--- config.mk ---
export PLATFORM = sky130hd
export DESIGN_NAME = pl0_token_scanner_core
export DESIGN_NICKNAME = d
export VERILOG_FILES = /design/src/sv/pl0ts_pkg.sv /design/src/sv/pl0_token_scanner_core.sv /design/src/sv/pl0ts_rsp_fifo.sv /design/src/sv/pl0ts_scan.sv
export SDC_FILE = /design/constraint.sdc
export NUM_CORES = 2
export LEC_CHECK = 0
export BUFFER_PORTS_ARGS = -buffer_cell sky130_fd_sc_hd__buf_2
export CAP_MARGIN = 15
export CORE_UTILIZATION = 62
export DETAILED_ROUTE_END_ITERATION = 16
export PLACE_DENSITY = 0.83
export SLEW_MARGIN = 30
export SYNTH_ARGS = -nofsm -noshare
export SYNTH_HDL_FRONTEND = slang
export SYNTH_SLANG_ARGS = --single-unit
export TNS_END_PERCENT = 1
--- constraint.sdc ---
create_clock -name clock -period 9.65 [get_ports clock]
set_input_delay 0.965 -clock clock [delete_from_list [all_inputs] [get_ports clock]]
set_output_delay 0.965 -clock clock [all_outputs]
set_load 0.01 [all_outputs]
--- src/sv/pl0ts_pkg.sv ---
// Shared types, constants and helper functions for the PL/0 token scanner.
package pl0ts_pkg;

   // Token text storage
   localparam int MAX_TOKEN_CHARS = 16;
   localparam int COUNT_W         = $clog2(MAX_TOKEN_CHARS + 1);
   localparam int INDEX_W         = $clog2(MAX_TOKEN_CHARS);
   localparam int SHOWN_CHARS     = (MAX_TOKEN_CHARS < 16) ? MAX_TOKEN_CHARS : 16;

   // Result queue
   localparam int RSP_DEPTH = 4;
   localparam int RSP_PTR_W = $clog2(RSP_DEPTH);
   localparam int RSP_CNT_W = $clog2(RSP_DEPTH + 1);

   // Token kinds
   localparam logic [4:0] KIND_ERROR  = 5'd0;
   localparam logic [4:0] KIND_NUMBER = 5'd1;
   localparam logic [4:0] KIND_IDENT  = 5'd2;
   localparam logic [4:0] KIND_KW0    = 5'd3;
   localparam logic [4:0] KIND_ADD    = 5'd15;
   localparam logic [4:0] KIND_SUB    = 5'd16;
   localparam logic [4:0] KIND_MUL    = 5'd17;
   localparam logic [4:0] KIND_DIV    = 5'd18;
   localparam logic [4:0] KIND_COMMA  = 5'd19;
   localparam logic [4:0] KIND_COLON  = 5'd20;
   localparam logic [4:0] KIND_SEMI   = 5'd21;
   localparam logic [4:0] KIND_NE     = 5'd22;
   localparam logic [4:0] KIND_GT     = 5'd23;
   localparam logic [4:0] KIND_GE     = 5'd24;
   localparam logic [4:0] KIND_LT     = 5'd25;
   localparam logic [4:0] KIND_LE     = 5'd26;
   localparam logic [4:0] KIND_ASSIGN = 5'd27;
   localparam logic [4:0] KIND_EQ     = 5'd28;
   localparam logic [4:0] KIND_LPAR   = 5'd29;
   localparam logic [4:0] KIND_RPAR   = 5'd30;
   localparam logic [4:0] KIND_END    = 5'd31;

   // Character codes
   localparam logic [7:0] CH_SPACE = 8'd32;
   localparam logic [7:0] CH_TAB   = 8'd9;
   localparam logic [7:0] CH_CR    = 8'd13;
   localparam logic [7:0] CH_ZERO  = 8'd48;
   localparam logic [7:0] CH_NINE  = 8'd57;
   localparam logic [7:0] CH_UP_A  = 8'd65;
   localparam logic [7:0] CH_UP_Z  = 8'd90;
   localparam logic [7:0] CH_LO_A  = 8'd97;
   localparam logic [7:0] CH_LO_Z  = 8'd122;
   localparam logic [7:0] CH_CASE  = 8'd32;
   localparam logic [7:0] CH_UNDER = 8'd95;
   localparam logic [7:0] CH_BANG  = 8'd33;
   localparam logic [7:0] CH_LT    = 8'd60;
   localparam logic [7:0] CH_EQ    = 8'd61;
   localparam logic [7:0] CH_GT    = 8'd62;
   localparam logic [7:0] CH_PLUS  = 8'd43;
   localparam logic [7:0] CH_MINUS = 8'd45;
   localparam logic [7:0] CH_STAR  = 8'd42;
   localparam logic [7:0] CH_SLASH = 8'd47;
   localparam logic [7:0] CH_COMMA = 8'd44;
   localparam logic [7:0] CH_COLON = 8'd58;
   localparam logic [7:0] CH_SEMI  = 8'd59;
   localparam logic [7:0] CH_LPAR  = 8'd40;
   localparam logic [7:0] CH_RPAR  = 8'd41;

   localparam logic [35:0] DECIMAL_BASE = 36'd10;

   // Keywords, right-justified strings, with their lengths
   localparam int KW_COUNT = 12;
   localparam int KW_MAX   = 9;
   localparam logic [8*KW_MAX-1:0] KW_TEXT [KW_COUNT] = '{
      "CONST", "VAR", "PROCEDURE", "CALL", "BEGIN", "END",
      "IF", "ELSE", "WHILE", "ODD", "PRINT", "SCAN"
   };
   localparam int KW_LEN [KW_COUNT] = '{5, 3, 9, 4, 5, 3, 2, 4, 5, 3, 5, 4};

   typedef enum logic [2:0] {
      MODE_IDLE,
      MODE_ERR,
      MODE_NUM,
      MODE_WORD,
      MODE_GT,
      MODE_LT,
      MODE_EQ,
      MODE_BANG
   } scan_mode_type;

   typedef logic [MAX_TOKEN_CHARS-1:0][7:0] text_buf_type;
   typedef logic [COUNT_W-1:0]              text_count_type;

   typedef struct packed {
      logic [4:0]  kind;
      logic [31:0] value;
      logic [63:0] text_low;
      logic [63:0] text_high;
      logic [4:0]  length;
      logic        ovf;
      logic        last;
   } rsp_type;

   typedef struct packed {
      logic [1:0] count;
      rsp_type    first;
      rsp_type    second;
   } scan_out_type;

   function automatic logic is_ws(logic [7:0] ch);
      return (ch == CH_SPACE) || ((ch >= CH_TAB) && (ch <= CH_CR));
   endfunction

   function automatic logic is_digit(logic [7:0] ch);
      return (ch >= CH_ZERO) && (ch <= CH_NINE);
   endfunction

   function automatic logic is_alpha(logic [7:0] ch);
      return ((ch >= CH_UP_A) && (ch <= CH_UP_Z)) || ((ch >= CH_LO_A) && (ch <= CH_LO_Z));
   endfunction

   function automatic logic is_single(logic [7:0] ch);
      return (ch == CH_PLUS) || (ch == CH_MINUS) || (ch == CH_STAR) || (ch == CH_SLASH) ||
             (ch == CH_COMMA) || (ch == CH_COLON) || (ch == CH_SEMI) ||
             (ch == CH_LPAR) || (ch == CH_RPAR);
   endfunction

   function automatic logic [4:0] single_kind(logic [7:0] ch);
      logic [4:0] kind;
      kind = KIND_ERROR;
      unique case (ch)
         CH_PLUS:  kind = KIND_ADD;
         CH_MINUS: kind = KIND_SUB;
         CH_STAR:  kind = KIND_MUL;
         CH_SLASH: kind = KIND_DIV;
         CH_COMMA: kind = KIND_COMMA;
         CH_COLON: kind = KIND_COLON;
         CH_SEMI:  kind = KIND_SEMI;
         CH_LPAR:  kind = KIND_LPAR;
         CH_RPAR:  kind = KIND_RPAR;
         default:  kind = KIND_ERROR;
      endcase
      return kind;
   endfunction

   function automatic logic is_valid(logic [7:0] ch);
      return is_ws(ch) || is_digit(ch) || is_alpha(ch) || (ch == CH_UNDER) ||
             (ch == CH_BANG) || (ch == CH_LT) || (ch == CH_GT) || (ch == CH_EQ) ||
             is_single(ch);
   endfunction

   function automatic logic [7:0] upcase(logic [7:0] ch);
      return ((ch >= CH_LO_A) && (ch <= CH_LO_Z)) ? ch - CH_CASE : ch;
   endfunction

   // Case-insensitive keyword lookup; a truncated word is always an identifier
   function automatic logic [4:0] keyword_kind(text_buf_type tb, text_count_type cnt,
                                               logic ovf);
      logic [4:0] kind;
      logic       same;
      logic [7:0] want;
      int         k;
      int         j;
      kind = KIND_IDENT;
      for (k = 0; k < KW_COUNT; k++) begin
         same = (KW_LEN[k] == int'(cnt));
         for (j = 0; j < KW_MAX; j++) begin
            if (j < KW_LEN[k]) begin
               want = KW_TEXT[k][8*(KW_LEN[k]-1-j) +: 8];
               if (upcase(tb[j]) != want) begin
                  same = 1'b0;
               end
            end
         end
         if (same && !ovf) begin
            kind = KIND_KW0 + 5'(k);
         end
      end
      return kind;
   endfunction

   // Build one result word; bytes at or past the count read as zero
   function automatic rsp_type make_rsp(logic [4:0] kind, text_buf_type tb,
                                        text_count_type cnt, logic [31:0] acc, logic ovf);
      rsp_type      r;
      logic [127:0] text;
      int           j;
      text = '0;
      for (j = 0; j < SHOWN_CHARS; j++) begin
         if (j < int'(cnt)) begin
            text[8*j +: 8] = tb[j];
         end
      end
      r.kind      = kind;
      r.value     = (kind == KIND_NUMBER) ? acc : 32'd0;
      r.text_low  = text[63:0];
      r.text_high = text[127:64];
      r.length    = (int'(cnt) > 31) ? 5'd31 : 5'(cnt);
      r.ovf       = ovf;
      r.last      = 1'b0;
      return r;
   endfunction

endpackage

--- src/sv/pl0_token_scanner_core.sv ---
// Top level of the PL/0 token scanner: input register, scanner, result queue.
//
//   channel | direction | handshake            | word
//   --------+-----------+----------------------+------------------------------------------
//   req     | in        | req_valid/req_stall  | char_code, end_of_input
//   rsp     | out       | rsp_valid/rsp_stall  | token_kind, number_value, text_low/high,
//           |           |                      | text_length, overflow, last
//
// One source byte per cycle while the queue has room: a byte taken at an edge is held in the
// input register and scanned from there, and its tokens (zero, one or two words) enter a
// four-word result queue at the edge that consumes it, and show on rsp from that queue. The
// result port sets the rate: a byte that closes two tokens delivers them one word at a time.
// The input register holds (req_stall high) while fewer than two queue slots are free. Reset
// is synchronous: scanner idle, queue empty. rsp_stall holds the head word in place.
module pl0_token_scanner_core (
   input  logic        clock,
   input  logic        reset,
   input  logic        req_valid,
   output logic        req_stall,
   input  logic [7:0]  req_char_code,
   input  logic        req_end_of_input,
   output logic        rsp_valid,
   input  logic        rsp_stall,
   output logic [4:0]  rsp_token_kind,
   output logic [31:0] rsp_number_value,
   output logic [63:0] rsp_text_low,
   output logic [63:0] rsp_text_high,
   output logic [4:0]  rsp_text_length,
   output logic        rsp_overflow,
   output logic        rsp_last
);

   // Input register
   logic       in_valid_ff, in_valid_in;
   logic [7:0] in_char_ff;
   logic       in_eoi_ff;
   logic       req_take;
   logic       consume;

   pl0ts_pkg::scan_out_type            scan_result;
   logic [1:0]                         push_count;
   pl0ts_pkg::rsp_type                 head;
   logic                               not_empty;
   logic [pl0ts_pkg::RSP_CNT_W-1:0]    fill;
   logic                               pop;

   // Advance the held word only when the queue can absorb two results
   assign consume   = in_valid_ff &&
                      (int'(fill) <= pl0ts_pkg::RSP_DEPTH - 2);
   assign req_stall = in_valid_ff && !consume;
   assign req_take  = req_valid && !req_stall;

   always_comb begin
      in_valid_in = in_valid_ff;
      if (req_take) begin
         in_valid_in = 1'b1;
      end else if (consume) begin
         in_valid_in = 1'b0;
      end
   end

   always_ff @(posedge clock) begin
      if (reset) begin
         in_valid_ff <= 1'b0;
      end else begin
         in_valid_ff <= in_valid_in;
      end
   end

   // Capture the payload on acceptance; hold it otherwise
   always_ff @(posedge clock) begin
      if (req_take) begin
         in_char_ff <= req_char_code;
         in_eoi_ff  <= req_end_of_input;
      end
   end

   pl0ts_scan u_scan (
      .clock        (clock),
      .reset        (reset),
      .step         (consume),
      .char_code    (in_char_ff),
      .end_of_input (in_eoi_ff),
      .result       (scan_result)
   );

   // Drop the scanner's results unless the byte is actually consumed
   assign push_count = consume ? scan_result.count : 2'd0;
   assign pop        = not_empty && !rsp_stall;

   pl0ts_rsp_fifo u_rsp_fifo (
      .clock       (clock),
      .reset       (reset),
      .push_count  (push_count),
      .push_first  (scan_result.first),
      .push_second (scan_result.second),
      .pop         (pop),
      .head        (head),
      .not_empty   (not_empty),
      .fill        (fill)
   );

   assign rsp_valid        = not_empty;
   assign rsp_token_kind   = head.kind;
   assign rsp_number_value = head.value;
   assign rsp_text_low     = head.text_low;
   assign rsp_text_high    = head.text_high;
   assign rsp_text_length  = head.length;
   assign rsp_overflow     = head.ovf;
   assign rsp_last         = head.last;

`ifndef NO_ASSERTIONS
   // Queue occupancy never exceeds its depth
   a_fill_bound : assert property (@(posedge clock) disable iff (reset)
      int'(fill) <= pl0ts_pkg::RSP_DEPTH)
      else $error("result queue overfilled");

   // A consumed byte never pushes more words than there are free slots
   a_push_room : assert property (@(posedge clock) disable iff (reset)
      consume |-> (int'(fill) + int'(scan_result.count) <= pl0ts_pkg::RSP_DEPTH))
      else $error("result push exceeds free queue space");

   // End marker closes with an end token flagged last
   a_end_token : assert property (@(posedge clock) disable iff (reset)
      (consume && in_eoi_ff) |->
         ((scan_result.count == 2'd1 && scan_result.first.kind == pl0ts_pkg::KIND_END &&
           scan_result.first.last) ||
          (scan_result.count == 2'd2 && scan_result.second.kind == pl0ts_pkg::KIND_END &&
           scan_result.second.last)))
      else $error("end marker did not produce a final end token");
`endif

endmodule

--- src/sv/pl0ts_rsp_fifo.sv ---
// Result queue: takes up to two words per cycle, delivers one per cycle when popped.
module pl0ts_rsp_fifo (
   input  logic                           clock,
   input  logic                           reset,
   input  logic [1:0]                     push_count,
   input  pl0ts_pkg::rsp_type             push_first,
   input  pl0ts_pkg::rsp_type             push_second,
   input  logic                           pop,
   output pl0ts_pkg::rsp_type             head,
   output logic                           not_empty,
   output logic [pl0ts_pkg::RSP_CNT_W-1:0] fill
);

   pl0ts_pkg::rsp_type                   slot_ff [pl0ts_pkg::RSP_DEPTH];
   logic [pl0ts_pkg::RSP_PTR_W-1:0]      wr_ptr_ff, wr_ptr_in;
   logic [pl0ts_pkg::RSP_PTR_W-1:0]      rd_ptr_ff, rd_ptr_in;
   logic [pl0ts_pkg::RSP_CNT_W-1:0]      fill_ff, fill_in;
   logic [pl0ts_pkg::RSP_PTR_W-1:0]      wr_next_ptr;

   assign wr_next_ptr = wr_ptr_ff + 1'b1;
   assign head        = slot_ff[rd_ptr_ff];
   assign not_empty   = (fill_ff != '0);
   assign fill        = fill_ff;

   always_comb begin
      wr_ptr_in = wr_ptr_ff + pl0ts_pkg::RSP_PTR_W'(push_count);
      rd_ptr_in = rd_ptr_ff + pl0ts_pkg::RSP_PTR_W'(pop);
      fill_in   = fill_ff + pl0ts_pkg::RSP_CNT_W'(push_count) - pl0ts_pkg::RSP_CNT_W'(pop);
   end

   always_ff @(posedge clock) begin
      if (reset) begin
         wr_ptr_ff <= '0;
         rd_ptr_ff <= '0;
         fill_ff   <= '0;
      end else begin
         wr_ptr_ff <= wr_ptr_in;
         rd_ptr_ff <= rd_ptr_in;
         fill_ff   <= fill_in;
      end
   end

   always_ff @(posedge clock) begin
      if (push_count != 2'd0) begin
         slot_ff[wr_ptr_ff] <= push_first;
      end
      if (push_count == 2'd2) begin
         slot_ff[wr_next_ptr] <= push_second;
      end
   end

endmodule

--- src/sv/pl0ts_scan.sv ---
// Scanner state and single-pass token decode for one source byte.
module pl0ts_scan (
   input  logic                    clock,
   input  logic                    reset,
   input  logic                    step,
   input  logic [7:0]              char_code,
   input  logic                    end_of_input,
   output pl0ts_pkg::scan_out_type result
);

   pl0ts_pkg::scan_mode_type  mode_ff, mode_in;
   pl0ts_pkg::text_buf_type   text_ff, text_in;
   pl0ts_pkg::text_count_type count_ff, count_in;
   logic [31:0]               acc_ff, acc_in;
   logic                      ovf_ff, ovf_in;

   // Character classes
   logic ch_ws, ch_digit, ch_alpha, ch_word, ch_valid, ch_single, ch_eq;
   logic op_mode, cont, op_pair, pending;

   // Appended and fresh token views
   logic                      full;
   pl0ts_pkg::text_buf_type   app_text, fresh_text;
   pl0ts_pkg::text_count_type app_count;
   logic                      app_ovf;
   logic [7:0]                digit_diff;
   logic [35:0]               digit_sum;
   logic                      digit_sat;
   logic [31:0]               digit_acc;

   logic [4:0]          pend_kind, op_kind;
   pl0ts_pkg::rsp_type  pend_rsp, op_rsp, single_rsp, end_rsp;

   assign ch_ws     = pl0ts_pkg::is_ws(char_code);
   assign ch_digit  = pl0ts_pkg::is_digit(char_code);
   assign ch_alpha  = pl0ts_pkg::is_alpha(char_code);
   assign ch_word   = ch_alpha || ch_digit || (char_code == pl0ts_pkg::CH_UNDER);
   assign ch_valid  = pl0ts_pkg::is_valid(char_code);
   assign ch_single = pl0ts_pkg::is_single(char_code);
   assign ch_eq     = (char_code == pl0ts_pkg::CH_EQ);

   assign op_mode = (mode_ff == pl0ts_pkg::MODE_GT) || (mode_ff == pl0ts_pkg::MODE_LT) ||
                    (mode_ff == pl0ts_pkg::MODE_EQ) || (mode_ff == pl0ts_pkg::MODE_BANG);
   assign pending = (mode_ff != pl0ts_pkg::MODE_IDLE);

   // Byte extends the pending token
   assign cont = !end_of_input &&
                 (((mode_ff == pl0ts_pkg::MODE_ERR) && !ch_valid) ||
                  ((mode_ff == pl0ts_pkg::MODE_NUM) && ch_digit) ||
                  ((mode_ff == pl0ts_pkg::MODE_WORD) && ch_word) ||
                  (op_mode && ch_eq));
   assign op_pair = cont && op_mode;

   // Append path
   assign full = (int'(count_ff) >= pl0ts_pkg::MAX_TOKEN_CHARS);
   always_comb begin
      app_text = text_ff;
      if (!full) begin
         app_text[count_ff[pl0ts_pkg::INDEX_W-1:0]] = char_code;
      end
   end
   assign app_count = full ? count_ff : pl0ts_pkg::text_count_type'(count_ff + 1'b1);
   assign app_ovf   = ovf_ff || full;

   assign digit_diff = char_code - pl0ts_pkg::CH_ZERO;
   assign digit_sum  = 36'(acc_ff) * pl0ts_pkg::DECIMAL_BASE + 36'(digit_diff[3:0]);
   assign digit_sat  = (digit_sum[35:32] != 4'd0);
   assign digit_acc  = digit_sat ? 32'hFFFF_FFFF : digit_sum[31:0];

   // Fresh token starting with this byte
   always_comb begin
      fresh_text    = text_ff;
      fresh_text[0] = char_code;
   end

   always_comb begin
      unique case (mode_ff)
         pl0ts_pkg::MODE_NUM:  pend_kind = pl0ts_pkg::KIND_NUMBER;
         pl0ts_pkg::MODE_WORD: pend_kind = pl0ts_pkg::keyword_kind(text_ff, count_ff, ovf_ff);
         pl0ts_pkg::MODE_GT:   pend_kind = pl0ts_pkg::KIND_GT;
         pl0ts_pkg::MODE_LT:   pend_kind = pl0ts_pkg::KIND_LT;
         pl0ts_pkg::MODE_EQ:   pend_kind = pl0ts_pkg::KIND_ASSIGN;
         default:              pend_kind = pl0ts_pkg::KIND_ERROR;
      endcase
   end

   always_comb begin
      unique case (mode_ff)
         pl0ts_pkg::MODE_GT: op_kind = pl0ts_pkg::KIND_GE;
         pl0ts_pkg::MODE_LT: op_kind = pl0ts_pkg::KIND_LE;
         pl0ts_pkg::MODE_EQ: op_kind = pl0ts_pkg::KIND_EQ;
         default:            op_kind = pl0ts_pkg::KIND_NE;
      endcase
   end

   assign pend_rsp   = pl0ts_pkg::make_rsp(pend_kind, text_ff, count_ff, acc_ff, ovf_ff);
   assign op_rsp     = pl0ts_pkg::make_rsp(op_kind, app_text, app_count, acc_ff, app_ovf);
   assign single_rsp = pl0ts_pkg::make_rsp(pl0ts_pkg::single_kind(char_code), fresh_text,
                                           pl0ts_pkg::text_count_type'(1), 32'd0, 1'b0);
   assign end_rsp    = pl0ts_pkg::make_rsp(pl0ts_pkg::KIND_END, text_ff,
                                           pl0ts_pkg::text_count_type'(0), 32'd0, 1'b0);

   // Next scan mode
   always_comb begin
      mode_in = mode_ff;
      if (step) begin
         priority if (end_of_input) begin
            mode_in = pl0ts_pkg::MODE_IDLE;
         end else if (op_pair) begin
            mode_in = pl0ts_pkg::MODE_IDLE;
         end else if (cont) begin
            mode_in = mode_ff;
         end else if (ch_ws) begin
            mode_in = pl0ts_pkg::MODE_IDLE;
         end else if (!ch_valid) begin
            mode_in = pl0ts_pkg::MODE_ERR;
         end else if (ch_digit) begin
            mode_in = pl0ts_pkg::MODE_NUM;
         end else if (ch_alpha || (char_code == pl0ts_pkg::CH_UNDER)) begin
            mode_in = pl0ts_pkg::MODE_WORD;
         end else if (char_code == pl0ts_pkg::CH_GT) begin
            mode_in = pl0ts_pkg::MODE_GT;
         end else if (char_code == pl0ts_pkg::CH_LT) begin
            mode_in = pl0ts_pkg::MODE_LT;
         end else if (ch_eq) begin
            mode_in = pl0ts_pkg::MODE_EQ;
         end else if (char_code == pl0ts_pkg::CH_BANG) begin
            mode_in = pl0ts_pkg::MODE_BANG;
         end else begin
            mode_in = pl0ts_pkg::MODE_IDLE;
         end
      end
   end

   // Next token text, count, value and overflow
   always_comb begin
      text_in  = text_ff;
      count_in = count_ff;
      acc_in   = acc_ff;
      ovf_in   = ovf_ff;
      if (step) begin
         priority if (end_of_input) begin
            count_in = '0;
            acc_in   = '0;
            ovf_in   = 1'b0;
         end else if (cont) begin
            text_in  = app_text;
            count_in = app_count;
            if (mode_ff == pl0ts_pkg::MODE_NUM) begin
               acc_in = digit_acc;
               ovf_in = app_ovf || digit_sat;
            end else begin
               ovf_in = app_ovf;
            end
         end else if (!ch_ws) begin
            text_in  = fresh_text;
            count_in = pl0ts_pkg::text_count_type'(1);
            acc_in   = ch_digit ? 32'(digit_diff[3:0]) : 32'd0;
            ovf_in   = 1'b0;
         end else begin
            text_in = text_ff;
         end
      end
   end

   // Results caused by this byte, in order
   always_comb begin
      result.count  = 2'd0;
      result.first  = end_rsp;
      result.second = end_rsp;
      if (end_of_input) begin
         if (pending) begin
            result.count = 2'd2;
            result.first = pend_rsp;
         end else begin
            result.count = 2'd1;
         end
      end else if (op_pair) begin
         result.count = 2'd1;
         result.first = op_rsp;
      end else if (!cont) begin
         if (pending) begin
            result.first  = pend_rsp;
            result.second = single_rsp;
            result.count  = (ch_single && !ch_ws) ? 2'd2 : 2'd1;
         end else if (ch_single) begin
            result.first = single_rsp;
            result.count = 2'd1;
         end
      end
      result.first.last  = (result.count == 2'd1);
      result.second.last = (result.count == 2'd2);
   end

   always_ff @(posedge clock) begin
      if (reset) begin
         mode_ff  <= pl0ts_pkg::MODE_IDLE;
         count_ff <= '0;
         acc_ff   <= '0;
         ovf_ff   <= 1'b0;
      end else begin
         mode_ff  <= mode_in;
         count_ff <= count_in;
         acc_ff   <= acc_in;
         ovf_ff   <= ovf_in;
      end
   end

   always_ff @(posedge clock) begin
      text_ff <= text_in;
   end

endmodule
# --- Yosys cells after proc, flatten, opt, wreduce, memory -nomap -nowiden ---
# Memory sizes are Yosys's and may differ from the RTL's. A register that Yosys moved wholly into a read port is not among the register bits.
# Cells that the tools add are included.
word_totals:
  regBits: 186
  latchBits: 0
  elab_cells: 440
  inputBits: 13
  output_inout_bits: 174
  ram_bits: 688
  rom_bits: 0
  mem_count: 1
op_classes:
  mul: 1
  n_lt_le_gt_ge: 62
  add_sub_neg: 17
  bitwise_logic: 1
  shifts: 0
  eq_ne: 77
  muxes: 172
  reduce_logical: 83
  div_mod_pow: 0
mem_list:
  columns: ["name", "words", "width", "rd", "rd_clocked_by_memory_dff", "wr", "line_no", "text"]
  rows:
  - ["u_rsp_fifo.slot_ff", 4, 172, 1, 1, 2, "pl0ts_rsp_fifo.sv:14", "pl0ts_pkg::rsp_type slot_ff [pl0ts_pkg::RSP_DEPTH];"]
op_table:
  columns: ["cell", "n"]
  rows:
  - ["2-to-1 mux 172 bit", 4]
  - ["2-to-1 mux 174 bit", 3]
  - ["2-to-1 mux 346 bit", 1]
  - ["2-to-1 mux 8 bit", 43]
  - ["inequality test 8 x 7 -> 1 bit (second input constant)", 41]
  - ["2-to-1 mux 128 bit", 2]
  - ["2-to-1 mux 32 bit", 7]
  - ["2-to-1 mux 173 bit", 1]
  - ["bitwise mux 128 bit", 1]
  - ["equality test 8 x 6 -> 1 bit (second input constant)", 14]
  - [">= comparator 8 x 7 -> 1 bit (second input constant)", 11]
  - ["less-or-equal comparator 8 x 7 -> 1 bit (second input constant)", 11]
  - ["< comparator 4 x 5 -> 1 bit (first input constant)", 16]
  - ["2-to-1 mux 1 bit", 75]
  - ["subtractor 8 x 6 -> 8 bit (second input constant)", 9]
  - ["2-to-1 mux 3 bit", 15]
  - ["one-hot mux 5 bit (9 select lines)", 1]
  - ["< comparator 3 x 5 -> 1 bit (first input constant)", 8]
  - ["logical AND 1 bit", 37]
  - ["adder 36 x 4 -> 36 bit", 1]
  - ["multiplier 32 x 3 -> 35 bit (second input constant)", 1]
  - ["demux 8 bit (select 4 bit)", 1]
  - ["2-to-1 mux 4 bit", 8]
  - ["logical OR 1 bit", 29]
  - ["40 further kinds", 73]

# --- Logic depth before layout (Yosys ltp) ---
depth:
  ltp_word: 36
  depth_mapped: 17
  depth_no_buf: 14

# --- Cells and area by module ---
# A second synthesis with hierarchy kept.
hier_totals:
  cells_unflattened: 3740
  hier_area_um2: 49889.1
by_module_without_submodules:
  columns: ["module", "seq_area_each_um2", "area_per_inst_um2", "n_inst", "cells_each"]
  rows:
  - ["pl0ts_rsp_fifo", 20799.9, 33724.8, 1, 1703]
  - ["pl0ts_scan", 4664.5, 15793.9, 1, 2016]
  - ["pl0_token_scanner_core", 290.3, 370.4, 1, 21]

# --- Worst setup path after synthesis ---
# Ideal clock, no wire load.
synth_path:
  kind: "reg2reg"
  from: "register in_char_ff[6]"
  to: "register u_scan.ovf_ff"
  setup_slack_ns: 1.475
  t_arrival_ns: 8.082
  path_buffers: 2
  stages_incl_launch_ff: 12
  setup_ns: 0.093
  required_ns: 9.557
  period_less_slack_ns: 8.175
  cell_sequence: "edfxtp_1 -> clkbuf_1 -> nor3b_1 -> and3_1 -> a21oi_1 -> o32ai_1 -> o21ai_1 -> clkbuf_1 -> nor2_1 -> o21a_1 -> a21oi_1 -> o22ai_1"
synth_between:
  elab_chain_cells: 19
  word_cells_on_any_way: 60
  cone_classes: "8 x order compare; 16 x eq/ne; 2 x mux; 34 x reduce/logical"
synth_rtl:
  columns: ["element", "line_no", "text"]
  rows:
  - ["from (decl)", "pl0_token_scanner_core.sv:35", "logic [7:0] in_char_ff;"]
  - ["from (signal assigned)", "pl0_token_scanner_core.sv:73", "in_char_ff <= req_char_code;"]
  - [">= comparator 8 x 4 -> 1 bit or less-or-equal comparator 8 x 4 -> 1 bit (tied branches)", "pl0ts_pkg.sv:106", "return (ch == CH_SPACE) || ((ch >= CH_TAB) && (ch <= CH_CR));"]
  - ["logical AND 1 bit", "pl0ts_pkg.sv:106", null]
  - ["logical OR 1 bit", "pl0ts_pkg.sv:106", null]
  - ["logical OR 1 bit (4 in a row)", "pl0ts_pkg.sv:142", "return is_ws(ch) || is_digit(ch) || is_alpha(ch) || (ch == CH_UNDER) ||"]
  - ["logical OR 1 bit (4 in a row)", "pl0ts_pkg.sv:143", "(ch == CH_BANG) || (ch == CH_LT) || (ch == CH_GT) || (ch == CH_EQ) ||"]
  - ["zero test 1 bit", "pl0ts_scan.sv:48", "(((mode_ff == pl0ts_pkg::MODE_ERR) && !ch_valid) ||"]
  - ["logical AND 1 bit", "pl0ts_scan.sv:48", null]
  - ["logical OR 1 bit", "pl0ts_scan.sv:48", null]
  - ["logical OR 1 bit", "pl0ts_scan.sv:49", "((mode_ff == pl0ts_pkg::MODE_NUM) && ch_digit) ||"]
  - ["logical OR 1 bit", "pl0ts_scan.sv:50", "((mode_ff == pl0ts_pkg::MODE_WORD) && ch_word) ||"]
  - ["logical AND 1 bit", "pl0ts_scan.sv:47", "assign cont = !end_of_input &&"]
  - ["inequality test 3 bit (no source line) or 2-to-1 mux 1 bit (tied branches)", null, null]
  - ["AND reduction 2 bit (no source line) or 2-to-1 mux 1 bit (tied branches)", null, null]
  - ["to (signal assigned)", "pl0ts_scan.sv:205", "ovf_ff <= ovf_in;"]
  - ["to (decl)", "pl0ts_scan.sv:15", "logic ovf_ff, ovf_in;"]
# Several ways; a longest one is shown, not always the timed one.
# A chain may end at the register's enable or synchronous reset.

==> results.json <==
{
  "outcome": "finished, final reports clean",
  "fin_nets": 4392,
  "async_flop_share_pct": 0,
  "synth_edf_count": 197,
  "drc_errors": 0,
  "clock_skew_ps": 28.8,
  "postCtsSetupRepairBufs": 0,
  "rows": 93,
  "crit_fanout": 164,
  "final_max_slew_viol_count": 0,
  "numCtsBuffers": 86,
  "ant_nets": 0,
  "clockBufferDepth": 3,
  "worstSetupPathType": "reg -> reg",
  "timing.rr.start": "in_char_ff[2]$_DFFE_PP_",
  "reg2reg_depth": 13,
  "drt_first_iter_violations": 4331,
  "wl_met3_um": 11700,
  "wirelength_um": 118000,
  "synthCells": 4351,
  "coreArea_um2": 64900,
  "io_pins": 187,
  "via_per_inst": 6.83,
  "finalSetupViolations": 0,
  "reg2reg_to": "u_rsp_fifo.slot_ff[1][14]$_SDFFE_PP0P_",
  "syn_area_per_cell_um2": 9.43,
  "postCtsHoldBufs": 0,
  "ctsResizeCount": 0,
  "critical_path.endpoint": "u_rsp_fifo.slot_ff[1][14]$_SDFFE_PP0P_",
  "ys_seq_area_share_pct": 47.5,
  "dieWidth_um": 259,
  "power.density_nw_per_um2": 179,
  "crit_cells": 13,
  "whs_ps": 467,
  "htreeDepth": 3,
  "finalHoldViolCount": 0,
  "fin_setup_tns_ps": 0,
  "grt-ovfl-total": 0,
  "antenna_found_initial": 4,
  "wl_met2_um": 54500,
  "final_util_pct": 69.3,
  "required_ps": 10150,
  "drive_above_1_share_pct": 13.8,
  "dp_hpwl_um": 72900,
  "cp-end-kind": "register",
  "synthesis.area_um2": 41000,
  "die_area_um2": 67200,
  "cts-root-buf": "clkbuf_16",
  "hold_class": "reg -> reg",
  "rsz0062_at_grt": "no",
  "m1WireLength_um": 46500,
  "crit_buf_inv": 4,
  "syn_to_final_growth_pct": 9.76,
  "cpMostUsedCell": "a21oi_1",
  "maxCapViolations": 0,
  "clkTransAtPathRegs_ps": 60,
  "clock_sinks": 874,
  "gp_congestion": 0.996,
  "period_share_pct": 57.9,
  "path_cells": "buf_4 -> clkinv_1 -> a211oi_1 -> nor4b_1 -> a21oi_1 -> o32a_1 -> a21oi_1 -> o21ai_1 -> nand2_4 -> buf_12 -> buf_16 -> nand3_1 -> o21ai_0",
  "critPathTopFamily": "buffers and inverters",
  "cts_tree": "built",
  "period_needed_ps": 5590,
  "grt_use_total_pct": 34.5,
  "yosysWarnings": 0,
  "irDropWorstVdd_mv": 0.143,
  "crit_path_start_kind": "register",
  "highest_layer": "met5",
  "cp-startpoint": "in_char_ff[2]$_DFFE_PP_",
  "grt_start_max_net_pins": 247,
  "grt_pass1_wl_um": 185000,
  "cp_slowest_cell": "clkinv_1",
  "critPathMaxStageDelay_ps": 690,
  "r2r_slack_ps": 4060,
  "synth_fp_nets": 4448,
  "fmax_mhz": 179,
  "cp.arrival_ps": 6090,
  "start_util_pct": 63.2,
  "vias": 35674,
  "clk_latency_ps": 660,
  "grt_pass1_vias": 33577,
  "drtPass1Iterations": 6,
  "power_leakage_nw": 15.8,
  "synth_ff_type": "dfxtp_1",
  "ys_ff_latch": 874,
  "slew_headroom_pct": 30.7,
  "die_h_um": 259,
  "port_buffers": 186,
  "worst_pin_slew_ps": 1040,
  "yosysUniqueCellTypes": 89,
  "routedWlPerCell_um": 22.6
}
-- sequential cells by signal, summed over array words and instances (netlist names), 2 cells and up --
register              count
in_char_ff                8
u_rsp_fifo.fill           3
u_rsp_fifo.rd_ptr_ff      2
u_rsp_fifo.slot_ff      688
u_rsp_fifo.wr_ptr_ff      2
u_scan.acc_ff            32
u_scan.count_ff           5
u_scan.fresh_text       120
u_scan.mode_ff            3
u_scan.text_ff            8
-- layout by cell type, fill, tap and decap left out, types with 8 or more instances in the layout --
master and n:
inv_1 48, a22o_1 11, a211oi_2 10, dfxtp_1 675
xnor2_1 37, edfxtp_1 197, nand3_1 659, nor2b_1 20
nor3_1 37, nand4_1 22, buf_2 186, or3_1 8
a21oi_1 268, o22ai_1 35, a22oi_1 96, nand2_1 415
a21o_1 16, o211ai_1 9, a211oi_1 24, clkbuf_8 14
nor2_1 123, o31ai_1 9, o21ai_0 709, nand4b_1 12
mux4_2 172, o21ai_1 17, nor4_1 19, ha_1 81
nor4b_1 10, and3_1 19, xor2_1 22, and2_1 20
clkinv_2 12, clkbuf_1 22, buf_4 35, clkbuf_16 94
-- per-layer routing --
layer  up-vias  track usage, %
met2      1985            54.3
met3       354            6.02
li1      16049               -
met5         -               0
met4         2            16.3
met1     17284            46.3
-- logic make-up (layout without fill, tap and decap cells) --
kind of cell | Yosys count | in the layout | synth area share [%]
and+or+nand+nor | 1427 | 1427 | 16.7
AOI/OAI and AO/OA | 1299 | 1299 | 18.1
DFF | 874 | 874 | 47.5
buffers and inverters | 430 | 443 | 4.17
muxes | 178 | 178 | 9.61
adders and majority gates | 84 | 84 | 2.62
xor gates and xnor gates | 59 | 59 | 1.26
other | 0 | 3 | 0
-- metrics by stage --
stage | total power [mW] | instance area (µm²) | setup WS [ps] | std cells
final | 8.08 | 45000 | 4060 | 5222
after global routing | 8.29 | 45000 | 3900 | 5220
after CTS | 8.08 | 44900 | 3760 | 5216
after floorplan | 4.48 | 41000 | 1480 | 4351
after global placement | 4.71 | 42000 | 3890 | 5058
after detailed placement | 4.73 | 42000 | 3840 | 5059
-- cell usage after synthesis, types with 9 or more instances --
| cell type | instances | area (µm²) |
|---|---|---|
| a22oi_1 | 96 | 721 |
| a21o_1 | 16 | 120 |
| xor2_1 | 22 | 193 |
| a22o_1 | 11 | 96.3 |
| a211oi_1 | 26 | 195 |
| nand4b_1 | 12 | 105 |
| a21oi_1 | 269 | 1350 |
| nand4_1 | 22 | 138 |
| edfxtp_1 | 197 | 5920 |
| nor2_1 | 125 | 469 |
| ha_1 | 81 | 1010 |
| buf_1 | 80 | 300 |
| buf_2 | 50 | 250 |
| o211ai_1 | 9 | 67.6 |
| xnor2_1 | 37 | 324 |
| mux4_2 | 172 | 3870 |
| o31ai_1 | 10 | 75.1 |
| dfxtp_1 | 677 | 13600 |
| nand2_1 | 421 | 1580 |
| o22ai_1 | 35 | 219 |
| nor3_1 | 37 | 185 |
| nand3_1 | 661 | 3310 |
| o21ai_1 | 17 | 85.1 |
| nor2b_1 | 20 | 125 |
| and2_1 | 20 | 125 |
| clkbuf_1 | 243 | 912 |
| o21ai_0 | 710 | 3550 |
| and3_1 | 19 | 119 |
| nor4b_1 | 10 | 87.6 |
| nor4_1 | 19 | 119 |
| inv_1 | 48 | 180 |
-- power by group --
| part | switching, mW | internal, mW | total [mW] | leakage (nW) |
|---|---|---|---|---|
| combinational | 0.536 | 0.292 | 0.828 | 7.18 |
| sequential | 0.0668 | 3.78 | 3.84 | 7.20 |
| clock | 1.46 | 1.95 | 3.41 | 1.43 |
-- layout make-up --
type                            instances  area (µm²)
Fill cell                            4817       19900
Inverter                               51         191
Antenna cell                            3        7.51
Clock inverter                         27         260
Tap cell                              855        1070
Clock buffer                          130        2630
Sequential cell                       874       19500
Multi-Input combinational cell       3047       20000
Timing Repair Buffer                  235        1440
-- worst reg2reg max path, stage by stage, from the launching register on --
cell and delay, ps:
edfxtp_1 320, buf_4 440, clkinv_1 710, a211oi_1 400
nor4b_1 130, a21oi_1 210, o32a_1 280, a21oi_1 190
o21ai_1 650, nand2_4 690, buf_12 480, buf_16 360
nand3_1 480, o21ai_0 120
-- worst min path at each step --
stage	start	to	slack, ps	depth (start not counted)
after floorplan	u_rsp_fifo.slot_ff[1][100]$_SDFFE_PP0P_	u_rsp_fifo.slot_ff[1][100]$_SDFFE_PP0P_	440	2
after global placement	u_rsp_fifo.slot_ff[1][17]$_SDFFE_PP0P_	u_rsp_fifo.slot_ff[1][17]$_SDFFE_PP0P_	450	2
after detailed placement	u_rsp_fifo.slot_ff[1][17]$_SDFFE_PP0P_	u_rsp_fifo.slot_ff[1][17]$_SDFFE_PP0P_	460	2
after CTS	req_char_code[6]	in_char_ff[6]$_DFFE_PP_	460	1
after global routing	req_char_code[6]	in_char_ff[6]$_DFFE_PP_	470	1
final	u_rsp_fifo.slot_ff[2][163]$_SDFFE_PP0P_	u_rsp_fifo.slot_ff[2][163]$_SDFFE_PP0P_	470	2
(Power assumes the default switching activity.)
